<file path="src/rtl/core/dis_pkg.sv">
// ----------------------------------------------------------------------------
// dis_pkg: shared types for the descending index sort unit
// Beat structs for the input and result channels, plus the cell chain types.
// ----------------------------------------------------------------------------
package dis_pkg;

  localparam int unsigned KeyW         = 32;
  localparam int unsigned IdxW         = 6;
  localparam int unsigned MaxElemsDflt = 64;

  typedef struct packed {
    logic signed [KeyW-1:0] key_value;
    logic                   is_last;
  } in_beat_t;

  typedef struct packed {
    logic [IdxW-1:0] original_index;
    logic            last_rank;
    logic            overflowed;
  } res_beat_t;

  // Content of one sorter cell.
  typedef struct packed {
    logic                   valid;
    logic signed [KeyW-1:0] key;
    logic [IdxW-1:0]        idx;
  } cell_data_t;

  // Broadcast control from the sequencer to every cell.
  typedef struct packed {
    logic                   ins;
    logic                   pop;
    logic signed [KeyW-1:0] key;
    logic [IdxW-1:0]        idx;
  } cell_ctrl_t;

endpackage

</file>
<file path="src/rtl/core/dis_cell.sv">
// ----------------------------------------------------------------------------
// dis_cell: one cell of the insertion sort chain
// Holds one key/index pair; shifts down on insert, up on pop.
// ----------------------------------------------------------------------------
module dis_cell
  import dis_pkg::*;
(
  input  logic       clk_i,
  input  logic       rst_ni,
  input  cell_ctrl_t ctrl_i,
  input  cell_data_t prev_i,        // neighbor toward the head
  input  logic       prev_before_i, // new key ranks before the head-side neighbor
  input  cell_data_t next_i,        // neighbor toward the tail
  output cell_data_t data_o,
  output logic       before_o
);

  cell_data_t data_q, data_d;

  // Strictly greater: an equal new key lands behind older ones (stable).
  assign before_o = !data_q.valid || (ctrl_i.key > data_q.key);
  assign data_o   = data_q;

  always_comb begin
    data_d = data_q;
    priority if (ctrl_i.pop) begin
      data_d = next_i;
    end else if (ctrl_i.ins && prev_before_i) begin
      data_d = prev_i;
    end else if (ctrl_i.ins && before_o) begin
      data_d.valid = 1'b1;
      data_d.key   = ctrl_i.key;
      data_d.idx   = ctrl_i.idx;
    end
  end

  always_ff @(posedge clk_i or negedge rst_ni) begin
    if (!rst_ni) begin
      data_q <= '0;
    end else begin
      data_q <= data_d;
    end
  end

endmodule

</file>
<file path="config.mk">
export PLATFORM = sky130hd
export DESIGN_NAME = dis_cell
export DESIGN_NICKNAME = d
export VERILOG_FILES = /design/src/rtl/core/dis_pkg.sv /design/src/rtl/core/dis_cell.sv
export SDC_FILE = /design/constraint.sdc
export NUM_CORES = 1
export LEC_CHECK = 0
export BUFFER_PORTS_ARGS = -buffer_cell sky130_fd_sc_hd__buf_2
export CAP_MARGIN = 40
export CORE_MARGIN = 2
export CORE_UTILIZATION = 50
export CTS_CLUSTER_DIAMETER = 80
export DETAILED_ROUTE_END_ITERATION = 12
export PLACE_DENSITY_LB_ADDON = 0.25
export RECOVER_POWER = 25
export SETUP_SLACK_MARGIN = 0.05
export SLEW_MARGIN = 15
export SYNTH_ARGS = -nofsm -noshare
export SYNTH_HDL_FRONTEND = slang
export SYNTH_SLANG_ARGS = --single-unit
</file>
<file path="constraint.sdc">
create_clock -name clk_i -period 7.44 [get_ports clk_i]
set_clock_uncertainty 0.05 [all_clocks]
set_input_delay 0.744 -clock clk_i [delete_from_list [all_inputs] [get_ports clk_i]]
set_output_delay 0.744 -clock clk_i [all_outputs]
set_load 0.005 [all_outputs]
</file>
==> metrics.md <==
| Metric | Value |
|---|---|
| Status | complete, no violations |
| Critical path's top delay family | simple AND/OR/NAND/NOR gates |
| Post-synth EDFFs | 0 |
| Clk sinks | 39 |
| Post-CTS Resized | 0 |
| WL final | roughly 13000 um |
| WL per Instance | approximately 17 um |
| Flop-to-flop setup slack | 4.28 ns |
| Cell Chain, Critical Path | buf_2, ha_1, nand4_1, or3_1, nor2_1, nor4_4, buf_6, buf_4, a21oi_4, buf_2 |
| Setup crit start | ctrl_i[37] |
| Final TNS setup | 0 ns |
| Filler cells | 800 |
| CTS tree | built |
| Clock Tree Root | clkbuf_8 |
| Clock tree buffer depth | 2 |
| RSZ-0062 raised after global routing | no |
| Sw Share | between 30% and 40% |
| DIE AREA | around 9600 sq um |
| Power Density | approximately 150 nW/um^2 |
| Most frequent CP cell | buf_2 |
| Die Height | about 98 um |
| Pre-Repair DR Iteration Count | 4 |
| Core Region | 8680 sq um |
| Worst reg2reg startpoint | data_o[25] |
| Slowest cell on crit path | nor4_4 |
| FF-to-FF End | data_o[24] |
| Placed cells | 791 |
| Netlist cell types | 35 |
| Register bit total from synthesis | 39 |
| All-Layer GR Usage | roughly 27% |
| Via/cell ratio | 6.10 |
| IO Pins | about 160 |
| # hold bufs at CTS | 0 |
| Final Hold Violating Endpoints | 0 |
| Yosys warning total | 0 |
| Seq/Total Area, Yosys | 22.0% |
| Fraction of final layout cells sized beyond drive strength 1 | 27.8% |
| Syn_nets | approximately 720 |
| Async SR Flop Fraction | 100% |
| Ys flop type | dfrtp_1 |
| Bufs and invs on worst path | 4 |
| Final Slew Violations | 0 |
| Total power draw | 0.000800 W |
| Initial Utilization | between 50% and 60% |
| Clock power share | between 20% and 30% |
| Leak pwr | approximately 2.5 nW |
| First-pass GRT wire length | between 20000 and 25000 um |
| Post-route insts no fill | 799 |
| ANT cells | 0 |
| First DRT Iteration DRCs | approximately 280 |
| Worst-skew pair later-pin latency | about 0.29 ns |
| Post-CTS setup buffer count | 0 |
| Routability Congestion | between 0.7 and 0.8 |
| Die W | slightly below 100 um |
| Layout net count | 843 |
| Worst setup EP type | output pin |
| Max_cap viols | 0 |
| Logic pwr share | approximately 43% |
| Dpl hpwl | between 9000 and 10000 um |
| Final setup fails | 0 |
| Flop pwr share | around 33% |
| Ranking of synthesized cells by area | dfrtp_1, o211ai_1, ha_1, mux2i_1, a211o_1 |
| Slew headroom | 8.09% |
| Min Tclk post-route | around 3.8 ns |
| Commonest non-fill, non-tap cell in the layout | buf_2 |
| Type of origin of the critical path | input pin |
| Int Pwr | 0.000500 W |
| Grt ovf | 0 |
| Worst slew pin tran | 1.38 ns |
| Total CTS buffers | 5 |
| Max FFs per register | 39 |
| Clock-pin slew on the worst setup and hold paths | around 0.08 ns |
| Reg2Reg Depth | 11 |
| Drt drc | 0 |
| Post-synth top area share | 22.0% |
| Critical path depth | 10 |
| WP data required | roughly 6.7 ns |
| Max Clk Rate | 264 MHz |
| Vias | between 4000 and 5000 |
| Antenna violations before repair | 0 |
| H-Tree Depth | 2 |
| Syn Area/Cell | about 7.8 sq um |
| Net load switching power | ~0.0003 W |
| CP endpoint | before_o |
| Vias in the first global route | 4620 |
| Yosys top cell by area | dfrtp_1 |
| Most frequent cells in the layout | buf_2, o211ai_1, nand2_1 |
| Place WS | about 3.7 ns |
| Core Rows | 34 |
| Max stage delay on crit path | around 0.62 ns |
| Port Buffers | 160 |
| Post-Syn Area | approximately 4400 sq um |
| Final worst setup slack | between 3 and 4 ns |
| CP max FO | 22 |
| Hold WC Path Type | flip-flop to flip-flop |
| Final cycle utilization of the critical path | between 50% and 60% |
| Largest net degree at the start of global routing | 95 |
| Cells after Synth | between 500 and 600 |
| VDD IR-drop max | 0.0000692 V |
| CP arrival | ~3.0 ns |
| Routed Antenna Nets | 0 |
| Crit path kind | input pin to output pin |
| WHS | approximately 0.52 ns |
| Area growth from synthesis to layout | 21.1% |
[tightest hold or removal path, cell delays in order (launching register included)]
cell and delay [ns]:
dfrtp_1 0.40, nand2_1 0.06, o211ai_1 0.07
[synthesized netlist by cell type, types with 2 or more instances]
cell,instances
o21bai_1,2
ha_1,32
a211o_1,38
a21oi_1,12
nor2_1,5
a211oi_1,2
o211ai_1,97
o21ai_0,41
nand2b_1,7
nand3_1,48
nand2_1,84
nand4_1,6
or4_1,2
buf_6,7
mux2i_1,38
clkbuf_1,35
dfrtp_1,39
buf_2,6
buf_1,9
inv_1,35
o211ai_2,10
a21o_1,3
[final cells by class]
type | count | area, sq um | area share (%)
Tap cell | 108 | 135 | 2.52
Clock inverter | 2 | 35.0 | 0.652
Timing Repair Buffer | 170 | 940 | 17.5
Sequential cell | 39 | 976 | 18.2
Clock buffer | 6 | 82.6 | 1.54
Multi-Input combinational cell | 438 | 3070 | 57.1
Inverter | 36 | 138 | 2.56
[logic make-up after synthesis]
| kind of cell | Yosys count | share of synthesized area (%) |
|---|---|---|
| mux | 38 | 8.58 |
| buf+inv | 94 | 9.39 |
| flops | 39 | 22.0 |
| fa+ha+maj | 32 | 9.03 |
| simple gates | 156 | 15.8 |
| compound gates | 212 | 35.2 |
[through the flow]
step	cell area [sq um]	util, %
5_1_grt	5370	61.9
3_3_place_gp	5160	59.4
4_1_cts	5390	62.1
3_5_place_dp	5270	60.8
6_report	5370	61.9
2_1_floorplan	4440	-
[worst min-delay path by stage]
stage          cells after the start         end       start  slack, ns
3_3_place_gp                       2  data_o[15]  data_o[15]       0.50
4_1_cts                            1   data_o[3]      rst_ni       0.33
2_1_floorplan                      0   data_o[0]      rst_ni       0.40
6_report                           2   data_o[0]   data_o[0]       0.52
3_5_place_dp                       2  data_o[32]  data_o[32]       0.51
5_1_grt                            2  data_o[20]  data_o[20]       0.54
[per-layer routing]
layer	global-route usage [%]	share of wire (%)	vias to the layer above
met5	0	0	-
met4	7.38	1.4	0
met3	4.01	6.7	16
met2	45.2	47	179
met1	36.7	44	2305
li1	-	-	2373
[power groups by stage]
stage          Clock, W  Combinational, W  Sequential, W
3_3_place_gp          0          0.000326       0.000269
4_1_cts        0.000196          0.000343       0.000266
5_1_grt        0.000204          0.000381       0.000271
6_report       0.000192          0.000341       0.000267
3_5_place_dp          0          0.000341       0.000270
2_1_floorplan         0          0.000212       0.000269
No activity file was read; power rests on OpenSTA's default activity.
